`src/rtl/core/pcpa_pkg.sv`:
```
// Shared constants, types and helper functions of the per-CPU page allocator.
package pcpa_pkg;

  localparam int NUM_CPUS   = 8;
  localparam int NUM_PAGES  = 32768;
  localparam int PAGE_BYTES = 4096;

  localparam int ADDR_W   = 32;
  localparam int CPU_IN_W = 3;
  localparam int STATUS_W = 2;
  localparam int CFG_IDX_W = 1;

  localparam int CPU_W   = $clog2(NUM_CPUS);
  localparam int FRAME_W = $clog2(NUM_PAGES);
  localparam int PAGE_W  = $clog2(PAGE_BYTES);
  localparam int PN_W    = ADDR_W - PAGE_W;
  localparam int LINK_W  = FRAME_W + 1;

  localparam int CPU_RW = ((CPU_IN_W > CPU_W) ? CPU_IN_W : CPU_W) + 1;
  localparam int CPU_RED_STEPS = (2 ** CPU_IN_W) / NUM_CPUS;

  localparam logic OP_ALLOC = 1'b0;
  localparam logic OP_FREE  = 1'b1;

  localparam logic [CFG_IDX_W-1:0] REG_REGION_START = 1'b0;
  localparam logic [CFG_IDX_W-1:0] REG_REGION_END   = 1'b1;

  localparam logic [ADDR_W-1:0] REGION_START_RST = 32'h8000_0000;
  localparam logic [ADDR_W-1:0] REGION_END_RST   = 32'h8800_0000;

  typedef enum logic [STATUS_W-1:0] {
    ST_OK       = 2'd0,
    ST_EMPTY    = 2'd1,
    ST_BAD_FREE = 2'd2
  } status_t;

  typedef struct packed {
    logic               ok;
    logic [FRAME_W-1:0] frame;
  } free_chk_t;

  typedef struct packed {
    logic               found;
    logic [CPU_W-1:0]   cpu;
    logic [FRAME_W-1:0] frame;
  } head_sel_t;

  typedef struct packed {
    logic               push;
    logic               pop;
    logic [CPU_W-1:0]   cpu;
    logic [FRAME_W-1:0] frame;
    logic               valid;
  } head_upd_t;

  function automatic logic [CPU_W-1:0] cpu_reduce(input logic [CPU_IN_W-1:0] c);
    logic [CPU_RW-1:0] v;
    v = CPU_RW'(c);
    for (int k = 0; k < CPU_RED_STEPS; k++) begin
      if (v >= CPU_RW'(NUM_CPUS)) begin
        v = v - CPU_RW'(NUM_CPUS);
      end
    end
    return CPU_W'(v);
  endfunction

  // Page number of region_start rounded up to a page; the top bit flags overflow.
  function automatic logic [PN_W:0] page_base(input logic [ADDR_W-1:0] s);
    return {1'b0, s[ADDR_W-1:PAGE_W]} + (PN_W + 1)'(|s[PAGE_W-1:0]);
  endfunction

endpackage

```
`src/rtl/core/pcpa_heads.sv`:
```
// Per-CPU list head registers with own-list or lowest-CPU steal selection.
module pcpa_heads import pcpa_pkg::*; (
  input  logic             clk,
  input  logic             rst,
  input  logic             op,
  input  logic [CPU_W-1:0] cpu,
  input  head_upd_t        upd,
  output head_sel_t        sel
);

  logic [FRAME_W-1:0] head_frame [NUM_CPUS];
  logic [NUM_CPUS-1:0] head_valid;
  logic [CPU_W-1:0]    pick;
  logic                hit;
  logic [CPU_W-1:0]    rd_idx;

  always_comb begin
    pick = cpu;
    hit  = head_valid[cpu];
    if (!head_valid[cpu]) begin
      for (int i = NUM_CPUS - 1; i >= 0; i--) begin
        if (head_valid[i] && (CPU_W'(i) != cpu)) begin
          pick = CPU_W'(i);
          hit  = 1'b1;
        end
      end
    end
    rd_idx    = (op == OP_FREE) ? cpu : pick;
    sel.cpu   = rd_idx;
    sel.frame = head_frame[rd_idx];
    sel.found = (op == OP_FREE) ? head_valid[cpu] : hit;
  end

  always_ff @(posedge clk) begin
    if (rst) begin
      head_valid <= '0;
    end else if (upd.push) begin
      head_valid[upd.cpu] <= 1'b1;
    end else if (upd.pop) begin
      head_valid[upd.cpu] <= upd.valid;
    end
  end

  always_ff @(posedge clk) begin
    if (upd.push || upd.pop) begin
      head_frame[upd.cpu] <= upd.frame;
    end
  end

endmodule

```
`config.mk`:
```
export PLATFORM = sky130hd
export DESIGN_NAME = pcpa_heads
export DESIGN_NICKNAME = d
export VERILOG_FILES = /design/src/rtl/core/pcpa_pkg.sv /design/src/rtl/core/pcpa_heads.sv
export SDC_FILE = /design/constraint.sdc
export NUM_CORES = 1
export LEC_CHECK = 0
export CAP_MARGIN = 20
export CORE_UTILIZATION = 50
export DETAILED_ROUTE_END_ITERATION = 12
export DONT_BUFFER_PORTS = 1
export PLACE_DENSITY = 0.64
export RECOVER_POWER = 25
export SLEW_MARGIN = 15
export SYNTH_ARGS = -nofsm -noshare
export SYNTH_HDL_FRONTEND = slang
export SYNTH_SLANG_ARGS = --single-unit
```
`constraint.sdc`:
```
create_clock -name clk -period 2.8 [get_ports clk]
set_input_delay 0.56 -clock clk [delete_from_list [all_inputs] [get_ports clk]]
set_output_delay 0.56 -clock clk [all_outputs]
set_load 0.1 [all_outputs]
```
After elaboration in Yosys (flattened, before gate mapping)

Memories as Yosys holds them, arrays and structs flattened.
Index checks and enable logic that the tools add are counted.

Register bits after elaboration: 8
Memory bits (writable): 120
Word-level logic and storage cells: 54
Memories kept: 1

Memories:

| name       | depth | bits a word | read ports | clocked after memory_dff | wr ports | line             | source |
|---|---|---|---|---|---|---|---|
| head_frame | 8     | 15          | 1          | 0                        | 1        | pcpa_heads.sv:11 | `logic [FRAME_W-1:0] head_frame [NUM_CPUS];` |

Magnitude comparators: 3
Eq/ne operators: 7
Mux-type cells: 29
Bitwise operators: 1
Reductions and logical operators: 12

Operator list:

| kind                                                                  | count |
|---|---|
| 3-bit 2-to-1 mux                                                      | 10 |
| 8-bit 2-to-1 mux                                                      | 2 |
| 1-bit 2-to-1 mux                                                      | 14 |
| 3-bit != test, first input constant                                   | 4 |
| 1-bit logical AND                                                     | 9 |
| 8-bit bitwise mux                                                     | 1 |
| 3-bit by 4-bit < comparator with 1-bit output, second input constant  | 2 |
| 8-bit OR                                                              | 1 |
| 2-bit by 3-bit != test with 1-bit output, first input constant        | 2 |
| 1-bit binary-select mux with 3-bit select                             | 1 |
| 1-bit demux with 3-bit select                                         | 1 |
| 3-bit by 1-bit >= comparator with 1-bit output, second input constant | 1 |
| 1-bit by 3-bit != test with 1-bit output, first input constant        | 1 |
| 3-bit nonzero test                                                    | 1 |
| 2-bit nonzero test                                                    | 1 |
| 1-bit logical OR                                                      | 1 |

Depth between registers and ports, before layout

An unclocked memory read counts as a cell.

Depth in word-level cells: 13
Gate-level depth with buffers: 11
Mapped depth without buffers: 8

Worst setup path after synthesis

Ideal clock, no wire load.

Kind: input to output
From: input cpu[1]
To: output sel[12] in the netlist's numbering
Arrival: 5.327 ns
Data required time: 2.240 ns
Setup slack: -3.087 ns
Stages: 9
Path buffers: 1
Path through: buf_6 mux2_1 a221oi_1 o22ai_1 nand2b_1 nand2_1 inv_1 a32oi_1 nor4_1

RTL lines:

| what            | line            | source |
|---|---|---|
| start, declared | pcpa_heads.sv:6 | `input logic [CPU_W-1:0] cpu,` |
| end, declared   | pcpa_heads.sv:8 | `output head_sel_t sel` |

==> summary.md <==
* finished with violations — run status
* setup timing — violations in the final reports
* 18,500 µm — global-route wire length before repair
* 0 ns — worst-case clock skew
* 0.000655 V — maximum ir drop on the vdd rail
* 11,900 µm² — floorplan die area
* 366 — synthesized instance count
* 0 — initial antenna violation count
* 305 MHz — maximum clock rate
* yes — RSZ-0062 raised after global routing
* 2 — Bufs on Longest Clock Path
* -0.482 ns — Worst Setup Slack, final
* 0.868 ns — Worst Max-Slew Pin Slew
* 748 — total of fill cells in the finished design
* 0 — overall overflow remaining after global route
* 11,900 µm — Routed WL
* 120 — count of flip-flops with a built-in enable after synthesis
* 4 — maximum fanout encountered on the critical timing path
* sky130_fd_sc_hd__edfxtp_1, sky130_fd_sc_hd__mux2i_1, sky130_fd_sc_hd__dfxtp_1, sky130_fd_sc_hd__mux2_2, sky130_fd_sc_hd__buf_6 — cell types occupying the most area after synthesis
* rst — hold path startpoint
* head_valid[2] — reg-to-reg startpoint
* 128 — sinks on the clock net
* built — clock tree from TritonCTS
* 109 µm — floorplan die width
* 0.06 ns — clock transition time at the flip-flop clock pins of the worst setup and hold paths
* 20.1 µm — final routed wire length divided by cell count
* flop — crit start category
* sky130_fd_sc_hd__edfxtp_1, sky130_fd_sc_hd__mux2i_1, sky130_fd_sc_hd__nor2_1 — ranking of synthesized cells by instance count
* 4 — Pre-Repair DR Iteration Count
* reg -> out — worst setup path category
* 0.221 — total track usage
* 3,353 — number of global-route vias before repair
* 0.678 — final core utilization
* 5.66 — post-DR vias/cell
* sky130_fd_sc_hd__clkbuf_16 — clock root buffer master
* 0 — yosys warns
* 4 — number of H-tree levels
* 128 — synthesized flop and latch total
* 15 — # setup viols final
* 7480 µm² — final std cell area, no fill
* -6.49 ns — total negative setup slack
* 6530 µm² — post-placement cell area
* 0.628 — area share of the leading cell type in the synthesized netlist
* 0.358 — fraction of layout instances using a drive strength above 1
* output port — critical path endpoint category
* 3.28 ns — Tmin final
* 0 — antenna diode count
* -0.383 ns — Placement Setup Slack
* 2.24 ns — Required @ worst endpoint
* 0 — Max Cap Viol
* 38 — num rows
* 2.72 ns — arrival time at the worst endpoint
* 7360 µm — detailed placement HPWL
* in -> reg — Hold WC Path Type
* 3,351 — vias
* 30.2% — synthesis-to-layout area growth
* 0.655 — sequential-to-total area share from yosys stat
* 207 — number of DRC violations after detailed-routing iteration 0
* 0.521 — initial core utilization
* 109 µm — Die Span Y
* 17 — number of buffers inserted during clock tree synthesis
* 0.814 — routability congestion estimate
* 0 — Async S/R FF share, synth
* 5720 µW — Power, Total
* sky130_fd_sc_hd__edfxtp_1 — Top FF cell, synth
* 0 — max-slew violation total from the final report
* 466 — nets
* 0.00281 µW — Leak
* 11,000 µm² — total core area
* 15.7 µm² — mean instance size in the synthesized netlist
* sky130_fd_sc_hd__edfxtp_1 — most used standard cell by instance count after synthesis
* 0 — Buffers on Ports
* 57 — distinct cell type count of the synthesized netlist
* 0 — hold buffer count at CTS
* 0.419 — remaining max-slew budget at the tightest pin
* 0.40 ns — insertion delay of the later-clocked pin in the worst-skew pair
* sky130_fd_sc_hd__edfxtp_1 — cell type with the highest aggregate area in the netlist
* 393 — syn_nets
* 765 nW/µm² — Power per Cell Area
* 1.17 — post-route fraction of the period consumed by the critical path
* 46 — I/O pin total
* 21 — pin count of the biggest net entering global routing
* 0 — endpoints failing hold
* 0 — residual DRC count
* 1.98 ns — flop-to-flop setup slack
* 0 — count of antenna-violating nets left after detailed routing
* 5740 µm² — netlist area before placement
* head_valid[5] — start point of the critical path
path summary, 6_finish.rpt:
kind,end,cells after the start
setup reg to reg,head_valid[2],3
hold reg to reg,head_valid[6],2
setup / recovery,sel[12],10
hold / removal,head_valid[2],1
area by class of cell:
class / count / area [µm²] / share of cell area
tap: 140 / 175 / 0.0234
inverter: 9 / 45.0 / 0.00603
timing repair inverter: 1 / 6.26 / 0.000837
multi-input combinational: 211 / 2080 / 0.278
clock buffer: 21 / 440 / 0.0589
clock inverter: 11 / 116 / 0.0156
sequential: 128 / 3770 / 0.505
timing repair buffer: 71 / 841 / 0.112
power breakdown:
group / internal (µW) / switching (µW) / total [µW]
sequential: 2190 / 28.8 / 2210
clock: 1300 / 757 / 2060
combinational: 583 / 868 / 1450
total: 4070 / 1650 / 5720
layout by cell type, fill, tap and decap left out, drive strengths merged, types with 2 or more instances in the layout:
master and count:
a21o 4, a21oi 5, a32oi 2, buf 70, bufinv 2, clkbuf 22, clkinv 5, clkinvlp 5
dfxtp 8, edfxtp 120, inv 9, mux2 15, mux2i 89, nand2 8, nand2b 5, nor2 19
nor2b 4, nor3 4, nor4b 2, nor4bb 3, o211ai 5, o21a 2, o21ai 7, o22ai 9
o2bb2ai 2, o32ai 2, or3 3
state kept, by name, indices dropped and copies added (netlist names):
name and flops:
head_frame 120, head_valid 8
worst max-delay path: stages (launching register included):
cell	delay, ns
sky130_fd_sc_hd__dfxtp_2	0.37
sky130_fd_sc_hd__nor4b_1	0.07
sky130_fd_sc_hd__or3_4	0.39
sky130_fd_sc_hd__a21o_1	0.17
sky130_fd_sc_hd__a21o_4	0.23
sky130_fd_sc_hd__buf_6	0.12
sky130_fd_sc_hd__buf_4	0.13
sky130_fd_sc_hd__o211ai_1	0.12
sky130_fd_sc_hd__o22ai_1	0.16
sky130_fd_sc_hd__nor4_4	0.34
sky130_fd_sc_hd__buf_12	0.22
repair_timing:
item	CTS	global route
gates cloned	3	1
endpoints found under the setup margin	19	18
setup buffers	9	6
hold endpoints to repair	0	0
pin swaps	10	11
resized for setup	30	37
through the flow:
stage	instances	hold slack, ns
2_1_floorplan	366	0.501
3_3_place_gp	547	0.558
3_5_place_dp	547	0.578
4_1_cts	591	0.188
5_1_grt	592	0.197
6_report	592	0.212
per-layer routing:
layer / global-route usage / vias to the layer above / part of all wire
met1: 0.275 / 1679 / 0.43
met3: 0.0634 / 15 / 0.042
met2: 0.359 / 72 / 0.51
li1: - / 1585 / -
met4: 0.0965 / 0 / 0.016
met5: 0 / - / 0
logic make-up after synthesis:
| kind of cell | share of synthesized area |
|---|---|
| AOI/OAI and AO/OA | 0.0643 |
| muxes | 0.188 |
| buffers and inverters | 0.0331 |
| DFF | 0.655 |
| and+or+nand+nor | 0.0586 |
Power figures use the tool's default switching activity.
