`src/rtl/core/pcpa_pkg.sv`:
```
// Shared constants, types and helper functions of the per-CPU page allocator.
package pcpa_pkg;

  localparam int NUM_CPUS   = 8;
  localparam int NUM_PAGES  = 32768;
  localparam int PAGE_BYTES = 4096;

  localparam int ADDR_W   = 32;
  localparam int CPU_IN_W = 3;
  localparam int STATUS_W = 2;
  localparam int CFG_IDX_W = 1;

  localparam int CPU_W   = $clog2(NUM_CPUS);
  localparam int FRAME_W = $clog2(NUM_PAGES);
  localparam int PAGE_W  = $clog2(PAGE_BYTES);
  localparam int PN_W    = ADDR_W - PAGE_W;
  localparam int LINK_W  = FRAME_W + 1;

  localparam int CPU_RW = ((CPU_IN_W > CPU_W) ? CPU_IN_W : CPU_W) + 1;
  localparam int CPU_RED_STEPS = (2 ** CPU_IN_W) / NUM_CPUS;

  localparam logic OP_ALLOC = 1'b0;
  localparam logic OP_FREE  = 1'b1;

  localparam logic [CFG_IDX_W-1:0] REG_REGION_START = 1'b0;
  localparam logic [CFG_IDX_W-1:0] REG_REGION_END   = 1'b1;

  localparam logic [ADDR_W-1:0] REGION_START_RST = 32'h8000_0000;
  localparam logic [ADDR_W-1:0] REGION_END_RST   = 32'h8800_0000;

  typedef enum logic [STATUS_W-1:0] {
    ST_OK       = 2'd0,
    ST_EMPTY    = 2'd1,
    ST_BAD_FREE = 2'd2
  } status_t;

  typedef struct packed {
    logic               ok;
    logic [FRAME_W-1:0] frame;
  } free_chk_t;

  typedef struct packed {
    logic               found;
    logic [CPU_W-1:0]   cpu;
    logic [FRAME_W-1:0] frame;
  } head_sel_t;

  typedef struct packed {
    logic               push;
    logic               pop;
    logic [CPU_W-1:0]   cpu;
    logic [FRAME_W-1:0] frame;
    logic               valid;
  } head_upd_t;

  function automatic logic [CPU_W-1:0] cpu_reduce(input logic [CPU_IN_W-1:0] c);
    logic [CPU_RW-1:0] v;
    v = CPU_RW'(c);
    for (int k = 0; k < CPU_RED_STEPS; k++) begin
      if (v >= CPU_RW'(NUM_CPUS)) begin
        v = v - CPU_RW'(NUM_CPUS);
      end
    end
    return CPU_W'(v);
  endfunction

  // Page number of region_start rounded up to a page; the top bit flags overflow.
  function automatic logic [PN_W:0] page_base(input logic [ADDR_W-1:0] s);
    return {1'b0, s[ADDR_W-1:PAGE_W]} + (PN_W + 1)'(|s[PAGE_W-1:0]);
  endfunction

endpackage

```
`src/rtl/core/pcpa_free_check.sv`:
```
// Validates a freed page address against the region and converts it to a frame index.
module pcpa_free_check import pcpa_pkg::*; (
  input  logic [ADDR_W-1:0] region_start,
  input  logic [ADDR_W-1:0] region_end,
  input  logic [ADDR_W-1:0] page_addr,
  output free_chk_t         chk
);

  logic [PN_W:0]     base_pn;
  logic [ADDR_W-1:0] base;
  logic [ADDR_W-1:0] diff;
  logic              in_range;

  always_comb begin
    base_pn  = page_base(region_start);
    base     = {base_pn[PN_W-1:0], PAGE_W'(0)};
    diff     = page_addr - base;
    in_range = (page_addr >= region_start) && (page_addr < region_end) &&
               (page_addr >= base) && !base_pn[PN_W];
    chk.ok   = (page_addr[PAGE_W-1:0] == '0) && in_range &&
               ((ADDR_W + 1)'(diff >> PAGE_W) < (ADDR_W + 1)'(NUM_PAGES));
    chk.frame = FRAME_W'(diff >> PAGE_W);
  end

endmodule

```
`config.mk`:
```
export PLATFORM = sky130hd
export DESIGN_NAME = pcpa_free_check
export DESIGN_NICKNAME = d
export VERILOG_FILES = /design/src/rtl/core/pcpa_pkg.sv /design/src/rtl/core/pcpa_free_check.sv
export SDC_FILE = /design/constraint.sdc
export NUM_CORES = 1
export LEC_CHECK = 0
export ABC_CLOCK_PERIOD_IN_PS = 4900
export BUFFER_PORTS_ARGS = -buffer_cell sky130_fd_sc_hd__buf_2
export CAP_MARGIN = 30
export CORE_ASPECT_RATIO = 0.75
export CORE_MARGIN = 2
export CORE_UTILIZATION = 53
export DETAILED_ROUTE_END_ITERATION = 8
export GPL_TIMING_DRIVEN = 0
export PLACE_DENSITY = 0.85
export SETUP_SLACK_MARGIN = 0.05
export SLEW_MARGIN = 20
export SYNTH_ARGS = -nofsm -noshare
export SYNTH_HDL_FRONTEND = slang
export SYNTH_SLANG_ARGS = --single-unit
```
`constraint.sdc`:
```
create_clock -name vclk -period 4.9
set_input_delay 0.245 -clock vclk [all_inputs]
set_output_delay 0.245 -clock vclk [all_outputs]
set_load 0.01 [all_outputs]
```
### After elaboration in Yosys (flattened, before gate mapping)

Cells that the tools add are included.

* output and inout bits: 16
* bits in read-only memories: 0
* bits in latches: 0
* logic and storage cells: 14
* memory bits (writable): 0
* bits of input ports: 96
* memories kept: 0
* register bits after elaboration: 0

* $add $sub $neg: 2
* div/mod/pow operators: 0
* $mul: 0
* order comparisons: 4
* eq/ne operators: 0
* reduce and logical (&&, ||, !) cells: 8
* shift operators: 0
* bitwise operators: 0
* mux-type cells: 0

Operators with widths (number)
* $ge A32 B32 Y1: 2
* $lt A32 B32 Y1: 1
* $sub A32 B32 Y32: 1
* $add A20 B1 Y21: 1
* $lt A20 B16 Y1 const B: 1
* $logic_not A12 Y1: 1
* $reduce_or A12 Y1: 1
* $logic_and A1 B1 Y1: 5
* $logic_not A1 Y1: 1

### Depth between registers and ports, before layout

Gate-level depths: netlist of the first run.

* depth after elaboration: 7
* gate-level depth with buffers: 20
* depth with buffers taken out: 18

### Least setup slack after synthesis of the first run

Ideal clock, no wire load.

* kind: input port to output port
* from: in region_start[2]
* to: out chk[15] (netlist bit)
* buffers on the path: 2
* arrival: 3.628 ns
* path slack: 1.027 ns
* stages on the path: 20
* data required time: 4.655 ns
* path through: nor4_1 > nand3_1 > ha_1 > ha_1 > nand3_1 > nor2_1 > and3_1 > clkbuf_1 > nand3_1 > xnor2_1 > ha_1 > buf_6 > a21oi_1 > nor2b_1 > o21ai_0 > a21oi_1 > a311o_1 > nor4_2 > o2111ai_1 > nor4_1

RTL lines
* start, declared: RTL line pcpa_free_check.sv:3 `input logic [ADDR_W-1:0] region_start,`
* end, declared: RTL line pcpa_free_check.sv:6 `output free_chk_t chk`

==> results of run 1 <==
worst max-delay path: cells and delay by family:
kind                     cells  cell delay (ps)
adder cells (fa/ha/maj)      3              710
AND/OR/NAND/NOR              9             1650
buffers and inverters        4              610
AO/OA/AOI/OAI                5              980
XOR/XNOR                     1              130
power breakdown:
group	internal, mW	switching, mW
logic	0.177	0.215
clock network	0	0
registers	0	0
through the flow:
| stage | worst slack (ps) | hold slack, ps | util [%] |
|---|---|---|---|
| global placement | 416 | 937 | 67.9 |
| floorplan | 1030 | 685 | - |
| global route | 72.7 | 962 | 68.2 |
| CTS | 271 | 935 | 67.9 |
| detailed placement | 300 | 935 | 67.9 |
| finish | 316 | 924 | 68.2 |
worst paths after layout:
| kind | to | slack [ps] |
|---|---|---|
| hold / removal | chk[1] | 920 |
| setup / recovery | chk[15] | 320 |
cells by family (layout without fill, tap and decap cells):
| logic type | Yosys count | after routing | synth area share (%) |
|---|---|---|---|
| buf+inv | 76 | 188 | 10.2 |
| simple gates | 124 | 124 | 22.2 |
| fa+ha+maj | 87 | 87 | 36.3 |
| mux | 1 | 1 | 0.331 |
| compound gates | 101 | 101 | 21.4 |
| xor+xnor | 33 | 33 | 9.57 |
per-layer routing:
| metal | share of wire (%) | routed length (µm) | track usage (%) | vias to the layer above |
|---|---|---|---|---|
| li1 | - | - | - | 1751 |
| met1 | 47 | 3860 | 32.8 | 1516 |
| met2 | 46 | 3740 | 46.3 | 108 |
| met3 | 5.8 | 474 | 1.09 | 8 |
| met4 | 1.4 | 112 | 3.37 | 0 |
| met5 | 0 | 0 | 0 | - |
synth_stat cells (2+ instances only):
master | n | area share (%)
sky130_fd_sc_hd__a211oi_1 | 8 | 2.0
sky130_fd_sc_hd__a21o_1 | 15 | 3.7
sky130_fd_sc_hd__a21oi_1 | 35 | 5.8
sky130_fd_sc_hd__a221o_1 | 2 | 0.66
sky130_fd_sc_hd__a221oi_1 | 2 | 0.58
sky130_fd_sc_hd__a31oi_1 | 2 | 0.41
sky130_fd_sc_hd__and3_1 | 7 | 1.4
sky130_fd_sc_hd__and4_1 | 4 | 1.2
sky130_fd_sc_hd__buf_6 | 3 | 1.1
sky130_fd_sc_hd__ha_1 | 86 | 36
sky130_fd_sc_hd__inv_1 | 71 | 8.8
sky130_fd_sc_hd__nand2_1 | 24 | 3.0
sky130_fd_sc_hd__nand3_1 | 20 | 3.3
sky130_fd_sc_hd__nand4_1 | 14 | 2.9
sky130_fd_sc_hd__nor2_1 | 22 | 2.7
sky130_fd_sc_hd__nor2b_1 | 8 | 1.7
sky130_fd_sc_hd__nor3_1 | 7 | 1.2
sky130_fd_sc_hd__nor4_1 | 9 | 1.9
sky130_fd_sc_hd__nor4_2 | 3 | 1.2
sky130_fd_sc_hd__o2111ai_1 | 3 | 0.87
sky130_fd_sc_hd__o211ai_1 | 3 | 0.75
sky130_fd_sc_hd__o21ai_0 | 17 | 2.8
sky130_fd_sc_hd__o21ai_1 | 4 | 0.66
sky130_fd_sc_hd__xnor2_1 | 27 | 7.8
sky130_fd_sc_hd__xor2_1 | 6 | 1.7
layout make-up:
class                           instances  area, µm²
Inverter                               71        267
Tap cell                               75       93.8
Multi-Input combinational cell        346       2720
Fill cell                             485       1720
Buffer                                  5       42.5
Timing Repair Buffer                  112        561
==> results.txt, run 1 <==
----------------------------------------------------
[Run status]
  Status ... finished, final reports clean

[Synthesis]
  Register area share after synthesis ... 0%
  Synthesized area per cell ... 7.16 µm²
  Area of the mapped netlist ... slightly above 0.003 mm²
  Net Count, Synth ... 605
  Syn Inst Count ... between 400 and 500
  Unique masters post-synth ... 45
  Synth Warn # ... 0

[Power]
  Peak supply drop ... 0.0000687 V
  Final Total Pwr ... between 0.3 and 0.4 mW
  Total power divided by cell area ... ~110 mW/mm²
  P_leak ... just over 2 nW

[Hold path]
  Source of the worst hold timing path ... page_addr[13]
  Class of the tightest hold or removal check ... in2out
  Worst hold path stage count ... 3

[Clocking]
  Post-CTS Repair Setup Buffers ... 0
  Hold_buf cts ... 0
  Count of instances resized after the clock tree is built ... 0

[Finish]
  Most common cell after layout, fill and taps aside ... sky130_fd_sc_hd__buf_2
  Cell area after layout ... approximately 0.0037 mm²
  Final non-filler cell total ... between 600 and 700
  Layout sequential cell count ... 0
  Leading cell types in the layout, fill and taps excluded ... sky130_fd_sc_hd__buf_2, sky130_fd_sc_hd__ha_1, sky130_fd_sc_hd__inv_1
  Final net count ... between 700 and 800
  P&R area growth vs syn ... 22.1%
  Layout cell share with drive strength beyond 1 ... between 20% and 30%
  Combined flip-flop and latch cell area ... 0 µm²
  Antenna diode count ... 0
  Clock buf count ... 0

[Timing]
  Slew at the pin closest to its max-slew limit ... around 630 ps
  Number of hold-slack violations in the final timing report ... 0
  Unrepaired setup endpoints after global routing ... no
  Normalized max-slew margin ... ~58%
  Number of setup violations in the final report ... 0
  Share of the clock period used by the worst path after layout ... 93.6%
  Period minus WS final ... between 4000 and 5000 ps
  Final Max Tran Viols ... 0
  Achievable clock frequency ... approximately 0.22 GHz
  Final setup TNS ... 0 ps

[Die]
  DIE HEIGHT ... 69.4 µm
  Effective utilization at floorplan ... a little under three fifths
  Boundary Pins ... around 110
  Core Rows ... 23
  Die width ... between 90 and 100 µm
  Core Box Area ... around 0.0054 mm²
  Die Outline Area ... 0.00632 mm²

[Drt]
  Post-route antenna net violation count ... 0
  Drt drc ... 0
  Number of design-rule violations left by the first detailed-router iteration ... about 150
  Routed len/inst ... 13.4 µm
  Final Routed Wirelength ... between 8000 and 9000 µm
  Drt via density ... around 5.6
  Number of search-and-repair iterations in the first detailed-routing pass ... 4
  Total via count in the routed design ... roughly 3400

[Placement]
  Instance area after placement ... 0.00367 mm²
  Placed wire-length estimate after detailed placement ... 7290 µm
  Post-Place Cells ... about 610
  Placer Congestion ... ~0.9
  Number of port buffers ... 112

[Global route]
  Pin count of the biggest net entering global routing ... 10
  Grt total ovfl ... 0
  Global-route wire length before repair ... 13900 µm
  Antenna violations before repair ... 0
  Combined global-route utilization of all metal layers ... 25.0%
  Number of global-route vias before repair ... ~3300

[Critical path]
  Critical path cell sequence ... buf_2, nor4_1, nand3_1, ha_1, ha_1, nand3_1, nor2_1, and3_1, clkbuf_1, nand3_1, xnor2_1, ha_1, buf_6, a21oi_1, nor2b_1, o21ai_0, a21oi_1, a311o_1, nor4_2, o2111ai_1, nor4_2, buf_2
  Maximum cell stage delay along the critical path ... ~300 ps
  Launching element of the worst setup path ... region_start[0]
  Master of the slowest instance on the critical path ... sky130_fd_sc_hd__nor4_1
  Worst EP required ... 4660 ps
  Element type at the critical path start ... input pin
  Arrival time of data at the critical path endpoint ... 4340 ps
  Setup crit end kind ... primary output
  Critical path peak fanout ... 9
  Setup CP Type ... in2out

[Flow run]
  Max-Cap Viols ... 0

----------------------------------------------------
No activity file was read; power rests on OpenSTA's default activity.
==> run 2: changes to the inputs <==
ABC_AREA = 1   (was not set)
CORE_ASPECT_RATIO = not set   (was 0.75)
CORE_UTILIZATION = 55   (was 53)
PLACE_DENSITY = 0.86   (was 0.85)
==> run 2 against run 1 <==
  * Count of clock-buffer cells in the layout is the same
  * Die area grew 8.7%
  * First-iteration DRC count grew 45%
  * Critical path depth grew 4
  * Non-clock buffer count shrank 5
  * Core utilization grew 0.37 points
  * Cell area grew 11%
  * Combinational power grew 5%
  * Final cell count grew 30%
  * Critical path type unchanged
==> results.txt, run 2 <==
----------------------------------------------------
[Power]
  Final Total Pwr ... roughly 0.4 mW
  Peak supply drop ... 0.0000878 V
  Internal power ... between 0.15 and 0.2 mW
  Relative contribution of combinational cells to total power ... between 90% and 100%
  Clock network power share ... 0%
  Net switching share of the total power ... about three fifths
  Total power divided by cell area ... around 100 mW/mm²
  Fraction of power consumed by sequential logic ... 0%
  P_leak ... 2.59 nW
  Switch Pwr ... around 0.24 mW

[Global route]
  GR Layer Usage met2 ... 47.0%
  Number of global-route vias before repair ... 3814
  Grt total ovfl ... 0
  GR met1 Demand/Resource ... between 30% and 40%
  Met3 routing resource usage after global routing ... less than 1%
  Global-route wire length before repair ... 15900 µm
  Combined global-route utilization of all metal layers ... a little over a quarter
  Most congested layer reported by global routing ... met2
  Antenna violations before repair ... 0
  Pin count of the biggest net entering global routing ... 8

[Critical path]
  Worst EP required ... about 4700 ps
  Critical path peak fanout ... 7
  Element type at the critical path start ... input pin
  Setup CP Type ... in2out
  Arrival time of data at the critical path endpoint ... between 3000 and 4000 ps
  Setup crit end kind ... primary output

[Die]
  DIE HEIGHT ... roughly 83 µm
  Boundary Pins ... about 110
  Core Rows ... 28
  Effective utilization at floorplan ... a little under three fifths
  Die Outline Area ... between 0.006 and 0.007 mm²
  Core Box Area ... around 0.0060 mm²
  Die width ... approximately 83 µm

[Synthesis]
  Register area share after synthesis ... 0%
  Unique masters post-synth ... 28
  Synthesized area per cell ... 5.66 µm²
  Synth Warn # ... 0
  Net Count, Synth ... between 700 and 800
  Most frequent cell after synthesis ... sky130_fd_sc_hd__nand2_1
  Top area cells in the synthesized netlist ... sky130_fd_sc_hd__ha_1, sky130_fd_sc_hd__nand2_1, sky130_fd_sc_hd__inv_1, sky130_fd_sc_hd__nor2_1, sky130_fd_sc_hd__a21oi_1
  Area of the mapped netlist ... between 0.003 and 0.004 mm²
  Syn Inst Count ... between 600 and 700
  Library cell with the largest summed area after synthesis ... sky130_fd_sc_hd__ha_1
  Yosys top cell area share ... a little under a third
  Most numerous cell types in the synthesized netlist ... sky130_fd_sc_hd__nand2_1, sky130_fd_sc_hd__inv_1, sky130_fd_sc_hd__ha_1

[Hold path]
  Source of the worst hold timing path ... page_addr[13]
  Hold EP ... chk[1]
  Class of the tightest hold or removal check ... in2out
  Worst hold path stage count ... 3

[Finish]
  P&R area growth vs syn ... 19.1%
  Number of filler instances in the final layout ... between 600 and 700
  Antenna diode count ... 0
  Combined area of the multi-input logic cells ... around 0.003 mm²
  Final net count ... 902
  Leading cell types in the layout, fill and taps excluded ... sky130_fd_sc_hd__nand2_1, sky130_fd_sc_hd__inv_1, sky130_fd_sc_hd__buf_2
  Layout sequential cell count ... 0
  Final non-filler cell total ... 792
  Clock buf count ... 0
  Layout cell share with drive strength beyond 1 ... between 15 and 20%
  Combined flip-flop and latch cell area ... 0 µm²
  Most common cell after layout, fill and taps aside ... sky130_fd_sc_hd__nand2_1

[Drt]
  Drt via density ... 5.02
  Number of search-and-repair iterations in the first detailed-routing pass ... 5
  Drt drc ... 0
  Final Routed Wirelength ... 8900 µm
  Routed len/inst ... approximately 11 µm
  Post-route antenna net violation count ... 0
  Number of design-rule violations left by the first detailed-router iteration ... 211
  Total via count in the routed design ... 3979

[Timing]
  Achievable clock frequency ... between 0.2 and 0.3 GHz
  Share of the clock period used by the worst path after layout ... approximately 80%
  Number of setup violations in the final report ... 0
  Final Max Tran Viols ... 0
  Number of hold-slack violations in the final timing report ... 0
  Normalized max-slew margin ... approximately 74%
  Final WS setup ... 1090 ps
  Unrepaired setup endpoints after global routing ... no
  Period minus WS final ... 3810 ps
  Slew at the pin closest to its max-slew limit ... between 300 and 400 ps
  Final setup TNS ... 0 ps

[Clocking]
  Hold_buf cts ... 0
  Count of instances resized after the clock tree is built ... 0
  Post-CTS Repair Setup Buffers ... 0

[Placement]
  Placer Congestion ... between 0.9 and 1
  Placed wire-length estimate after detailed placement ... ~8000 µm
  Minimum setup slack after placement ... between 1000 and 1500 ps
  Post-Place Cells ... 792
  Number of port buffers ... around 110

[Flow run]
  Max-Cap Viols ... 0

[Run status]
  Status ... finished, final reports clean

----------------------------------------------------
-- run 2: cell types whose count changed after synthesis, moves of 5 or more --
cell	change
sky130_fd_sc_hd__o21ai_0	-8
sky130_fd_sc_hd__nor2_1	+42
sky130_fd_sc_hd__a21o_1	-12
sky130_fd_sc_hd__a21oi_1	+8
sky130_fd_sc_hd__a211oi_1	-8
sky130_fd_sc_hd__nand4_1	-6
sky130_fd_sc_hd__and3_1	-6
sky130_fd_sc_hd__nand2_1	+158
sky130_fd_sc_hd__xor2_1	+13
sky130_fd_sc_hd__nor4_1	-5
sky130_fd_sc_hd__xnor2_1	-17
sky130_fd_sc_hd__nor2b_1	-7
sky130_fd_sc_hd__inv_1	+52
-- run 2: kinds of logic (layout without fill, tap and decap cells) --
family                   count (synthesis)  in the layout  share of synthesized area [%]
AND/OR/NAND/NOR                        299            299                           36.5
AO/OA/AOI/OAI                           64             64                           10.3
adder cells (fa/ha/maj)                 87             87                           32.0
XOR/XNOR                                29             29                           7.41
buffers and inverters                  126            238                           13.8
-- run 2: how the worst max path moves through the flow --
stage | cells after the start | slack, ps | from | endpoint
after floorplan | 24 | 1850 | region_start[4] | chk[15]
after global placement | 26 | 1150 | region_start[0] | chk[15]
after detailed placement | 26 | 1170 | region_start[0] | chk[15]
after CTS | 26 | 1150 | region_start[0] | chk[15]
after global routing | 24 | 850 | region_start[0] | chk[15]
final | 26 | 1090 | region_start[0] | chk[15]
-- run 2: per-layer routing --
layer,wire [µm],up-vias
met4,131,0
met5,0,-
met3,388,12
met1,4310,1720
met2,4070,112
li1,-,2135
-- run 2: power groups by stage --
| stage | clock [mW] | sequential, mW | combinational, mW |
|---|---|---|---|
| finish | 0 | 0 | 0.411 |
| global route | 0 | 0 | 0.472 |
| global placement | 0 | 0 | 0.393 |
| CTS | 0 | 0 | 0.409 |
| floorplan | 0 | 0 | 0.267 |
| detailed placement | 0 | 0 | 0.407 |
-- run 2: layout make-up --
class	count	share of cell area (%)
inverters	126	11.6
multi-input cells	479	72.4
well taps	75	2.30
repair buffers	112	13.7
-- run 2: worst max-delay path, stage by stage --
cell	delay, ps
sky130_fd_sc_hd__buf_2	110
sky130_fd_sc_hd__nor4_1	390
sky130_fd_sc_hd__nand3_1	210
sky130_fd_sc_hd__ha_1	230
sky130_fd_sc_hd__ha_1	220
sky130_fd_sc_hd__nand3_2	120
sky130_fd_sc_hd__inv_2	60
sky130_fd_sc_hd__nand3_2	90
sky130_fd_sc_hd__nor2_2	60
sky130_fd_sc_hd__nand2_2	80
sky130_fd_sc_hd__nor2_2	50
sky130_fd_sc_hd__nand2_2	80
sky130_fd_sc_hd__nor2_2	40
sky130_fd_sc_hd__xor2_1	140
sky130_fd_sc_hd__ha_1	410
sky130_fd_sc_hd__nand3_1	160
sky130_fd_sc_hd__nor2_1	150
sky130_fd_sc_hd__nand2_1	60
sky130_fd_sc_hd__nor2_1	80
sky130_fd_sc_hd__nand2_1	60
sky130_fd_sc_hd__nand3_1	60
sky130_fd_sc_hd__nand2_1	90
sky130_fd_sc_hd__nor2_1	100
sky130_fd_sc_hd__nand3_1	80
sky130_fd_sc_hd__nor2_1	80
sky130_fd_sc_hd__buf_2	130
-- run 2: metrics by stage --
step / area (µm²) / hold WS (ps) / utilization, %
2_1_floorplan: 3430 / 685 / -
3_3_place_gp: 4080 / 912 / 68.5
3_5_place_dp: 4080 / 927 / 68.5
4_1_cts: 4080 / 927 / 68.5
5_1_grt: 4080 / 953 / 68.5
6_report: 4080 / 919 / 68.5
